===== src/rtl/core/cgp_pkg.sv =====
package cgp_pkg;

    // Operation codes carried on the input tuser
    localparam logic [2:0] OP_GRANT   = 3'd0;
    localparam logic [2:0] OP_TOUCH   = 3'd1;
    localparam logic [2:0] OP_RELEASE = 3'd2;
    localparam logic [2:0] OP_REL_ALL = 3'd3;
    localparam logic [2:0] OP_TICK    = 3'd4;
    localparam logic [2:0] OP_ADD     = 3'd5;
    localparam logic [2:0] OP_QUERY   = 3'd6;
    localparam logic [2:0] OP_BAD     = 3'd7;

    // Result kinds carried on the output tuser
    localparam logic [1:0] KIND_ANSWER = 2'd0;
    localparam logic [1:0] KIND_NOTICE = 2'd1;
    localparam logic [1:0] KIND_END    = 2'd2;
    localparam logic [1:0] KIND_REJECT = 2'd3;

    localparam int ID_W      = 24;
    localparam int CH_W      = 12;
    localparam int TMO_W     = 16;
    localparam int MS_W      = 16;
    localparam int ELAPSED_W = 27;
    localparam int ACTIVE_W  = 5;

    // One grant table entry as stored in the slot memory
    typedef struct packed {
        logic [ELAPSED_W-1:0] elapsed;
        logic [TMO_W-1:0]     timeout;
        logic [CH_W-1:0]      channel;
        logic [ID_W-1:0]      source;
        logic [ID_W-1:0]      dest;
    } t_slot;

endpackage


===== src/rtl/core/cgp_ram.sv =====
module cgp_ram #(
    parameter int WIDTH = 8,
    parameter int DEPTH = 16
) (
    input  logic                                 i_clk,
    input  logic                                 i_we,
    input  logic [(DEPTH > 1 ? $clog2(DEPTH) : 1)-1:0] i_waddr,
    input  logic [WIDTH-1:0]                     i_wdata,
    input  logic [(DEPTH > 1 ? $clog2(DEPTH) : 1)-1:0] i_raddr,
    output logic [WIDTH-1:0]                     o_rdata
);

    logic [WIDTH-1:0] r_mem [DEPTH];

    // Write one entry, register the read
    always_ff @(posedge i_clk) begin
        if (i_we) begin
            r_mem[i_waddr] <= i_wdata;
        end
        o_rdata <= r_mem[i_raddr];
    end

endmodule


===== src/rtl/core/channel_grant_pool_with_timeouts.sv =====
// Channel grant pool with lease timeouts. A FIFO of free channels and a table of
// GRANT_SLOTS grants live in two single-port-write memories with registered reads;
// slot valid bits sit in flip-flops. Input transfers on s_* carry the operation in
// tuser; each produces one or more results on m_*, the final one with tlast.
// Grant, touch, release and query walk the slot memory one entry at a time (read,
// then evaluate), stopping early on a matching destination; release_all and tick
// walk every entry, with a release step per freed slot and, for tick, a timeout
// check per valid slot; add_channel and rejects skip the walk. Output stalls hold it.
// Only one item is in work at a time; s_tready is high while the block is idle.
// No clearing pass is needed after reset.
module channel_grant_pool_with_timeouts
    import cgp_pkg::*;
#(
    parameter int POOL_DEPTH       = 16,
    parameter int GRANT_SLOTS      = 16,
    parameter int TICKS_PER_SECOND = 1000
) (
    input  logic        i_clk,
    input  logic        i_rst_n,
    input  logic        s_tvalid,
    output logic        s_tready,
    // dest_id, source_id, timeout_seconds, elapsed_ms, channel_in, 4'b0 pad
    input  logic [95:0] s_tdata,
    // operation
    input  logic [2:0]  s_tuser,
    output logic        m_tvalid,
    input  logic        m_tready,
    // success, channel_out, dest_out, source_out, active_grants, 6'b0 pad
    output logic [71:0] m_tdata,
    // kind
    output logic [1:0]  m_tuser,
    output logic        m_tlast
);

    localparam int PAW  = POOL_DEPTH > 1 ? $clog2(POOL_DEPTH) : 1;
    localparam int CW   = $clog2(POOL_DEPTH + 1);
    localparam int SAW  = GRANT_SLOTS > 1 ? $clog2(GRANT_SLOTS) : 1;
    localparam int GTW  = $clog2(GRANT_SLOTS + 1);
    localparam int TW   = $clog2(TICKS_PER_SECOND + 1);
    localparam int PW   = TMO_W + TW;
    localparam int CMPW = PW > ELAPSED_W ? PW : ELAPSED_W;
    localparam int SW   = $bits(t_slot);

    localparam logic [3:0] S_IDLE = 4'd0;
    localparam logic [3:0] S_DEC  = 4'd1;
    localparam logic [3:0] S_RD   = 4'd2;
    localparam logic [3:0] S_EV   = 4'd3;
    localparam logic [3:0] S_TK   = 4'd4;
    localparam logic [3:0] S_REL  = 4'd5;
    localparam logic [3:0] S_GEM  = 4'd6;
    localparam logic [3:0] S_ONE  = 4'd7;
    localparam logic [3:0] S_END  = 4'd8;

    // Control state
    logic [3:0]             r_state, n_state;
    logic [PAW-1:0]         r_head, n_head;
    logic [CW-1:0]          r_cnt, n_cnt;
    logic [GTW-1:0]         r_gtot, n_gtot;
    logic [GRANT_SLOTS-1:0] r_valid, n_valid;
    logic                   r_o_valid, n_o_valid;

    // Item and work payload
    logic [2:0]           r_op;
    logic [ID_W-1:0]      r_dest, r_src;
    logic [TMO_W-1:0]     r_tmo;
    logic [MS_W-1:0]      r_ms;
    logic [CH_W-1:0]      r_chin;
    logic [SAW-1:0]       r_idx, n_idx;
    logic                 r_free_ok, n_free_ok;
    logic [SAW-1:0]       r_free_idx, n_free_idx;
    logic [SAW-1:0]       r_tgt, n_tgt;
    t_slot                r_word, n_word;
    logic [CH_W-1:0]      r_ch, n_ch;
    logic                 r_new, n_new;
    logic                 r_popped, n_popped;
    logic [ELAPSED_W-1:0] r_e, n_e;
    logic [PW-1:0]        r_thr, n_thr;
    logic [1:0]           r_a_kind, n_a_kind;
    logic                 r_a_ok, n_a_ok;
    logic [CH_W-1:0]      r_a_ch, n_a_ch;
    logic [ID_W-1:0]      r_a_dest, n_a_dest;
    logic [ID_W-1:0]      r_a_src, n_a_src;
    logic                 r_a_add, n_a_add;
    logic [71:0]          r_o_data, n_o_data;
    logic [1:0]           r_o_kind, n_o_kind;
    logic                 r_o_last, n_o_last;

    // Memory ports
    t_slot            slot_rd;
    t_slot            slot_wd;
    logic             slot_we;
    logic [SAW-1:0]   slot_wa;
    logic [CH_W-1:0]  pool_rd;
    logic             pool_we;
    logic [CH_W-1:0]  pool_wd;
    logic [SW-1:0]    slot_rd_bits;

    logic             out_free;
    logic             in_xfer;
    logic             last_idx;
    logic             cur_valid;
    logic [CW:0]      tail_sum;
    logic [PAW-1:0]   tail;
    logic [PAW-1:0]   head_inc;
    logic [ELAPSED_W:0] e_sum;
    logic [ELAPSED_W-1:0] e_sat;
    logic             hit;
    logic             reject;

    cgp_ram #(.WIDTH(SW), .DEPTH(GRANT_SLOTS)) u_slot_ram (
        .i_clk   (i_clk),
        .i_we    (slot_we),
        .i_waddr (slot_wa),
        .i_wdata (slot_wd),
        .i_raddr (r_idx),
        .o_rdata (slot_rd_bits)
    );
    assign slot_rd = t_slot'(slot_rd_bits);

    cgp_ram #(.WIDTH(CH_W), .DEPTH(POOL_DEPTH)) u_pool_ram (
        .i_clk   (i_clk),
        .i_we    (pool_we),
        .i_waddr (tail),
        .i_wdata (pool_wd),
        .i_raddr (r_head),
        .o_rdata (pool_rd)
    );

    assign s_tready = (r_state == S_IDLE);
    assign in_xfer  = s_tvalid && s_tready;
    assign out_free = !r_o_valid || m_tready;
    assign m_tvalid = r_o_valid;
    assign m_tdata  = r_o_data;
    assign m_tuser  = r_o_kind;
    assign m_tlast  = r_o_last;

    // Pool tail and head arithmetic
    assign tail_sum = (CW+1)'(r_head) + (CW+1)'(r_cnt);
    assign tail     = (tail_sum >= (CW+1)'(POOL_DEPTH))
                    ? PAW'(tail_sum - (CW+1)'(POOL_DEPTH)) : PAW'(tail_sum);
    assign head_inc = (r_head == PAW'(POOL_DEPTH - 1)) ? '0 : PAW'(r_head + 1'b1);

    assign last_idx  = (r_idx == SAW'(GRANT_SLOTS - 1));
    assign cur_valid = r_valid[r_idx];
    assign hit       = cur_valid && (slot_rd.dest == r_dest);
    assign e_sum     = (ELAPSED_W+1)'(slot_rd.elapsed) + (ELAPSED_W+1)'(r_ms);
    assign e_sat     = e_sum[ELAPSED_W] ? '1 : e_sum[ELAPSED_W-1:0];
    assign reject    = (((r_op == OP_GRANT) || (r_op == OP_TOUCH) || (r_op == OP_RELEASE)
                        || (r_op == OP_QUERY)) && (r_dest == '0))
                     || ((r_op == OP_ADD) && (r_chin == '0)) || (r_op == OP_BAD);

    function automatic logic [71:0] pack_out(input logic ok, input logic [CH_W-1:0] ch,
                                             input logic [ID_W-1:0] dst,
                                             input logic [ID_W-1:0] src,
                                             input logic [ACTIVE_W-1:0] act);
        pack_out = {6'd0, act, src, dst, ch, ok};
    endfunction

    // Sequencer: walk the slot memory, modify and write back
    always_comb begin
        n_state    = r_state;
        n_head     = r_head;
        n_cnt      = r_cnt;
        n_gtot     = r_gtot;
        n_valid    = r_valid;
        n_o_valid  = r_o_valid && !m_tready;
        n_idx      = r_idx;
        n_free_ok  = r_free_ok;
        n_free_idx = r_free_idx;
        n_tgt      = r_tgt;
        n_word     = r_word;
        n_ch       = r_ch;
        n_new      = r_new;
        n_popped   = r_popped;
        n_e        = r_e;
        n_thr      = r_thr;
        n_a_kind   = r_a_kind;
        n_a_ok     = r_a_ok;
        n_a_ch     = r_a_ch;
        n_a_dest   = r_a_dest;
        n_a_src    = r_a_src;
        n_a_add    = r_a_add;
        n_o_data   = r_o_data;
        n_o_kind   = r_o_kind;
        n_o_last   = r_o_last;
        slot_we    = 1'b0;
        slot_wa    = r_idx;
        slot_wd    = slot_rd;
        pool_we    = 1'b0;
        pool_wd    = r_word.channel;

        unique case (r_state)
            S_IDLE: begin
                if (in_xfer) begin
                    n_state = S_DEC;
                end
            end
            S_DEC: begin
                n_idx     = '0;
                n_free_ok = 1'b0;
                n_a_add   = 1'b0;
                if (reject) begin
                    n_a_kind = KIND_REJECT;
                    n_a_ok   = 1'b0;
                    n_a_ch   = '0;
                    n_a_dest = '0;
                    n_a_src  = '0;
                    n_state  = S_ONE;
                end else if (r_op == OP_ADD) begin
                    n_a_kind = KIND_ANSWER;
                    n_a_ok   = (r_cnt < CW'(POOL_DEPTH));
                    n_a_add  = (r_cnt < CW'(POOL_DEPTH));
                    n_a_ch   = r_chin;
                    n_a_dest = '0;
                    n_a_src  = '0;
                    n_state  = S_ONE;
                end else begin
                    n_state = S_RD;
                end
            end
            S_RD: begin
                n_state = S_EV;
            end
            S_EV: begin
                case (r_op)
                    OP_REL_ALL: begin
                        n_word = slot_rd;
                        if (cur_valid) begin
                            n_state = S_REL;
                        end else if (last_idx) begin
                            n_state = S_END;
                        end else begin
                            n_idx   = SAW'(r_idx + 1'b1);
                            n_state = S_RD;
                        end
                    end
                    OP_TICK: begin
                        n_word         = slot_rd;
                        n_word.elapsed = e_sat;
                        n_e            = e_sat;
                        n_thr          = PW'(slot_rd.timeout) * PW'(TICKS_PER_SECOND);
                        if (cur_valid) begin
                            slot_we         = 1'b1;
                            slot_wd.elapsed = e_sat;
                            n_state         = S_TK;
                        end else if (last_idx) begin
                            n_state = S_END;
                        end else begin
                            n_idx   = SAW'(r_idx + 1'b1);
                            n_state = S_RD;
                        end
                    end
                    default: begin
                        n_a_kind = KIND_ANSWER;
                        n_a_dest = r_dest;
                        if (hit) begin
                            n_word = slot_rd;
                            n_tgt  = r_idx;
                            n_new  = 1'b0;
                            if (r_op == OP_GRANT) begin
                                n_popped = (r_cnt != '0);
                                n_ch     = (r_cnt != '0) ? pool_rd : slot_rd.channel;
                                n_state  = S_GEM;
                            end else if (r_op == OP_RELEASE) begin
                                n_state = S_REL;
                            end else begin
                                n_a_ok  = 1'b1;
                                n_a_ch  = slot_rd.channel;
                                n_a_src = slot_rd.source;
                                if (r_op == OP_TOUCH) begin
                                    slot_we         = 1'b1;
                                    slot_wd.elapsed = '0;
                                end
                                n_state = S_ONE;
                            end
                        end else begin
                            if (!cur_valid && !r_free_ok) begin
                                n_free_ok  = 1'b1;
                                n_free_idx = r_idx;
                            end
                            if (last_idx) begin
                                n_a_ok  = 1'b0;
                                n_a_ch  = '0;
                                n_a_src = '0;
                                n_state = S_ONE;
                                if ((r_op == OP_GRANT) && (r_free_ok || !cur_valid)
                                    && (r_cnt != '0)) begin
                                    n_new    = 1'b1;
                                    n_popped = 1'b1;
                                    n_tgt    = r_free_ok ? r_free_idx : r_idx;
                                    n_ch     = pool_rd;
                                    n_state  = S_GEM;
                                end
                            end else begin
                                n_idx   = SAW'(r_idx + 1'b1);
                                n_state = S_RD;
                            end
                        end
                    end
                endcase
            end
            S_TK: begin
                if ((r_word.timeout != '0) && (CMPW'(r_e) >= CMPW'(r_thr))) begin
                    n_state = S_REL;
                end else if (last_idx) begin
                    n_state = S_END;
                end else begin
                    n_idx   = SAW'(r_idx + 1'b1);
                    n_state = S_RD;
                end
            end
            S_REL: begin
                if (out_free) begin
                    if (r_cnt < CW'(POOL_DEPTH)) begin
                        pool_we = 1'b1;
                        n_cnt   = CW'(r_cnt + 1'b1);
                    end
                    n_valid[r_idx] = 1'b0;
                    if (r_gtot != '0) begin
                        n_gtot = GTW'(r_gtot - 1'b1);
                    end
                    n_o_valid = 1'b1;
                    n_o_kind  = KIND_NOTICE;
                    n_o_data  = pack_out(1'b1, r_word.channel, r_word.dest, r_word.source,
                                         ACTIVE_W'(n_gtot));
                    n_o_last  = (r_op == OP_RELEASE);
                    if (r_op == OP_RELEASE) begin
                        n_state = S_IDLE;
                    end else if (last_idx) begin
                        n_state = S_END;
                    end else begin
                        n_idx   = SAW'(r_idx + 1'b1);
                        n_state = S_RD;
                    end
                end
            end
            S_GEM: begin
                if (out_free) begin
                    slot_we = 1'b1;
                    slot_wa = r_tgt;
                    slot_wd = '{elapsed: '0, timeout: r_tmo, channel: r_ch,
                                source: r_src, dest: r_dest};
                    if (r_popped) begin
                        n_head = head_inc;
                        if (r_new) begin
                            n_cnt = CW'(r_cnt - 1'b1);
                        end else begin
                            // Old channel goes to the tail, count stays
                            pool_we = 1'b1;
                        end
                    end
                    if (r_new) begin
                        n_valid[r_tgt] = 1'b1;
                        n_gtot         = GTW'(r_gtot + 1'b1);
                    end
                    n_o_valid = 1'b1;
                    n_o_kind  = KIND_ANSWER;
                    n_o_data  = pack_out(1'b1, r_ch, r_dest, r_src, ACTIVE_W'(n_gtot));
                    n_o_last  = 1'b1;
                    n_state   = S_IDLE;
                end
            end
            S_ONE: begin
                if (out_free) begin
                    if (r_a_add) begin
                        pool_we = 1'b1;
                        pool_wd = r_chin;
                        n_cnt   = CW'(r_cnt + 1'b1);
                    end
                    n_o_valid = 1'b1;
                    n_o_kind  = r_a_kind;
                    n_o_data  = pack_out(r_a_ok, r_a_ch, r_a_dest, r_a_src,
                                         ACTIVE_W'(r_gtot));
                    n_o_last  = 1'b1;
                    n_state   = S_IDLE;
                end
            end
            S_END: begin
                if (out_free) begin
                    n_o_valid = 1'b1;
                    n_o_kind  = KIND_END;
                    n_o_data  = pack_out(1'b1, '0, '0, '0, ACTIVE_W'(r_gtot));
                    n_o_last  = 1'b1;
                    n_state   = S_IDLE;
                end
            end
            default: begin
                n_state = S_IDLE;
            end
        endcase
    end

    // Control registers
    always_ff @(posedge i_clk) begin
        if (!i_rst_n) begin
            r_state   <= S_IDLE;
            r_head    <= '0;
            r_cnt     <= '0;
            r_gtot    <= '0;
            r_valid   <= '0;
            r_o_valid <= 1'b0;
        end else begin
            r_state   <= n_state;
            r_head    <= n_head;
            r_cnt     <= n_cnt;
            r_gtot    <= n_gtot;
            r_valid   <= n_valid;
            r_o_valid <= n_o_valid;
        end
    end

    // Payload registers
    always_ff @(posedge i_clk) begin
        if (in_xfer) begin
            r_op   <= s_tuser;
            r_dest <= s_tdata[23:0];
            r_src  <= s_tdata[47:24];
            r_tmo  <= s_tdata[63:48];
            r_ms   <= s_tdata[79:64];
            r_chin <= s_tdata[91:80];
        end
        r_idx      <= n_idx;
        r_free_ok  <= n_free_ok;
        r_free_idx <= n_free_idx;
        r_tgt      <= n_tgt;
        r_word     <= n_word;
        r_ch       <= n_ch;
        r_new      <= n_new;
        r_popped   <= n_popped;
        r_e        <= n_e;
        r_thr      <= n_thr;
        r_a_kind   <= n_a_kind;
        r_a_ok     <= n_a_ok;
        r_a_ch     <= n_a_ch;
        r_a_dest   <= n_a_dest;
        r_a_src    <= n_a_src;
        r_a_add    <= n_a_add;
        r_o_data   <= n_o_data;
        r_o_kind   <= n_o_kind;
        r_o_last   <= n_o_last;
    end

    // Pool never overfills
    assert property (@(posedge i_clk) disable iff (!i_rst_n)
        r_cnt <= CW'(POOL_DEPTH))
        else $error("pool count above depth");

    // Grant total tracks the valid bits
    assert property (@(posedge i_clk) disable iff (!i_rst_n)
        r_gtot == GTW'($countones(r_valid)))
        else $error("grant total out of step with slot valid bits");

    // An accepted item moves straight to decode
    assert property (@(posedge i_clk) disable iff (!i_rst_n)
        in_xfer |=> (r_state == S_DEC))
        else $error("accepted item not decoded");

    // A new grant claims an empty slot
    assert property (@(posedge i_clk) disable iff (!i_rst_n)
        (r_state == S_GEM) && r_new |-> !r_valid[r_tgt])
        else $error("new grant targets an occupied slot");

endmodule


===== config.mk =====
export PLATFORM = sky130hd
export DESIGN_NAME = channel_grant_pool_with_timeouts
export DESIGN_NICKNAME = d
export VERILOG_FILES = /design/src/rtl/core/cgp_pkg.sv /design/src/rtl/core/cgp_ram.sv /design/src/rtl/core/channel_grant_pool_with_timeouts.sv
export SDC_FILE = /design/constraint.sdc
export NUM_CORES = 2
export LEC_CHECK = 0
export BUFFER_PORTS_ARGS = -buffer_cell sky130_fd_sc_hd__buf_2
export CAP_MARGIN = 30
export CORE_MARGIN = 4
export CORE_UTILIZATION = 44
export DETAILED_ROUTE_END_ITERATION = 10
export PLACE_DENSITY = 0.62
export SYNTH_ARGS = -nofsm -noshare
export SYNTH_HDL_FRONTEND = slang
export SYNTH_SLANG_ARGS = --single-unit

===== constraint.sdc =====
create_clock -name i_clk -period 10.2 [get_ports i_clk]
set_input_delay 3.06 -clock i_clk [delete_from_list [all_inputs] [get_ports i_clk]]
set_output_delay 3.06 -clock i_clk [all_outputs]
set_load 0.01 [all_outputs]

==> impl_metrics.tcl <==
set metrics [dict create \
    yosysTopAreaCellShare_pct 71.2 \
    dpl.hpwl_microns 120000 \
    fmax_mhz 164 \
    netlist_area_sq_mm 0.0936 \
    cts_root_buf "clkbuf_16" \
    final_max_slew_viol_count 0 \
    endpoint_kind "flop" \
    synth-seq-area-share_pct 74.4 \
    drc 0 \
    final_area_sq_mm 0.106 \
    drtIter0Drc 4664 \
    die_w_microns 469 \
    setup_ws_ns 4.09 \
    setup-violations-final 0 \
    via_count 45900 \
    die_y_microns 469 \
    p_leak_uw 0.0347 \
    worst_pin_slew_ns 1.11 \
    p_total_uw 33100 \
    layout-drive-gt1-share_pct 25.1 \
    routabilityCongestion 0.812 \
    clkTransAtPathRegs_ns 0.06 \
    syn_to_final_growth_pct 13.6 \
    hold_viol 0 \
    outcome "finished clean" \
    nets 5246 \
    synth_edf_count 2220 \
    crit_chain "buf_2 -> nor2b_1 -> buf_4 -> nor2_4 -> buf_4 -> a31oi_1 -> nor2_4 -> buf_12" \
    rsz0062_at_grt "no" \
    grt_max_degree 104 \
    yosysMostFrequentCell "edfxtp_1" \
    path_delay_family "buffers and inverters" \
    max-vdd-ir-drop_v 0.000606 \
    max_slew_margin_pct 24.9 \
    r2r_slack_ns 4.88 \
    r2r-start "u_slot_ram.o_rdata[62]$_DFF_P_" \
    start_util_pct 44.2 \
    cts_setup_buffers 0 \
    crit_fanout 85 \
    hp-class "flop to flop" \
    ys_types 77 \
    ctsHtreeMaxLevel 4 \
    placed_area_sq_mm 0.0986 \
    routed_via_density 5.73 \
    portBuffers 169 \
    yosysTopAreaCell "edfxtp_1" \
    path_buf_inv 4 \
    grt_pass1_wl_microns 329000 \
    maxCapViolations 0 \
    syn_inst 4679 \
    grt_pass1_vias 46800 \
    std_cell_rows 169 \
    fp.dieArea_sq_mm 0.220 \
    critPathLaunch "m_tready" \
    place_ws_ns 3.16 \
    min_period_over_period_pct 59.9 \
    cp.arrival_ns 6.60 \
    tns_ns 0 \
    antenna_found_initial 14 \
    hold_slack_ns 0.448 \
    cts.sinks 2370 \
    drt_pass1_iterations 5 \
    wl_per_cell_microns 28.0 \
    async_flop_share_pct 0 \
    core-area_sq_mm 0.212 \
    cts_made_buffers 234 \
    insertion_delay_ns 0.88 \
    start_kind "input pin" \
    synth_common_cells "edfxtp_1, mux4_2, nand2_1" \
    syn_avg_cell_area_sq_um 20.0 \
    synth_ff_type "edfxtp_1" \
    io_pins 180 \
    min_from "u_slot_ram.o_rdata[42]$_DFF_P_" \
    critical_path_class "input pin to flop" \
    crit_required_ns 10.69 \
    synth.area.top_cells "edfxtp_1, mux4_2, dfxtp_1" \
    routed_wl_microns 225000 \
    holdBufCountCts 0 \
    gr-total-overflow 0 \
    cp_slowest_stage_delay_ns 0.78 \
    finClkSkew_ns 0.0849 \
    ys_ff_latch 2370 \
    cts_resized 0 \
    period_needed_ns 6.11 \
    grt_use_total_pct 20.2 \
    power_density_mw_per_mm2 311 \
    yosysWarnings 0 \
    ant_nets 0 \
    slowest_stage "nor2_4" \
    clock_path_buffers 3 \
    cts_tree "built" \
]
==> where the power goes <==
group / internal (uW) / switching (uW)
registers: 12600 / 452
logic: 4850 / 6680
clock network: 4810 / 3660
total: 22300 / 10800
==> routing by layer <==
layer | up-vias | GRT usage, % | share of wire, %
li1 | 19500 | - | -
met4 | 0 | 6.18 | 2.9
met1 | 24500 | 29.5 | 44
met5 | - | 0 | 0
met2 | 1620 | 31.8 | 48
met3 | 338 | 2.87 | 5.8
==> registers in the layout, summed over array words and instances (netlist names), 5 cells and up <==
register            cells
m_tdata                66
r_a_ch                 12
r_a_dest               24
r_a_src                24
r_ch                   12
r_chin                 12
r_cnt                   5
r_dest                 24
r_e                    27
r_gtot                  5
r_ms                   16
r_src                  24
r_thr                  23
r_tmo                  16
r_valid                16
r_word                 76
u_pool_ram.o_rdata     12
u_pool_ram.r_mem      192
u_slot_ram.o_rdata    103
u_slot_ram.r_mem     1648
==> final timing paths <==
check,cells past startpoint,to
worst max-delay path,8,u_slot_ram.r_mem[13][12]$_DFFE_PP_
worst min register to register,0,r_word[42]$_DFFE_PP_
worst max register to register,16,r_thr[24]$_DFFE_PP_
worst min-delay path,0,r_word[42]$_DFFE_PP_
==> kinds of logic after synthesis <==
group / Yosys count / share of synthesized area [%]
compound gates: 360 / 2.47
xor+xnor: 78 / 0.730
fa+ha+maj: 162 / 2.62
buf+inv: 349 / 1.45
flops: 2370 / 74.4
mux: 678 / 15.0
other cells: 1 / 0.00400
simple gates: 681 / 3.28
==> per-stage QoR <==
stage	util, %	cells
finish	50.2	8013
global route	50.2	8011
CTS	50.1	8005
detailed placement	46.5	7563
global placement	46.4	7550
floorplan	-	4684
==> cell type report <==
cell class,instances,area [sq um]
antenna,5,12.5
clock buffer,310,6420
clock inverter,132,1240
fill,16900,106000
inverter,127,477
multi-input combinational,1965,22900
sequential,2370,69700
tap,2821,3530
timing repair buffer,283,2130
==> cell usage in the layout, fill, tap and decap left out, types with 12 or more instances in the layout <==
cell       count
edfxtp_1    2220
mux4_2       579
nand2_1      344
clkbuf_16    236
buf_2        172
dfxtp_1      147
inv_1        125
o21ai_0      122
ha_1         105
nor2_1       101
buf_4         81
a21oi_1       75
mux2i_1       65
fa_1          57
xnor2_1       56
and2_1        54
clkinv_2      54
clkbuf_1      50
clkinv_1      41
nand3_1       34
mux2_2        31
a22o_1        30
clkbuf_8      24
nor3_1        22
xor2_1        22
nor2_4        20
buf_12        20
a21o_1        19
nand2b_1      18
nor4_1        17
a31oi_1       15
nand4_1       15
bufinv_16     15
o21a_1        12
Power figures use the tool's default switching activity.
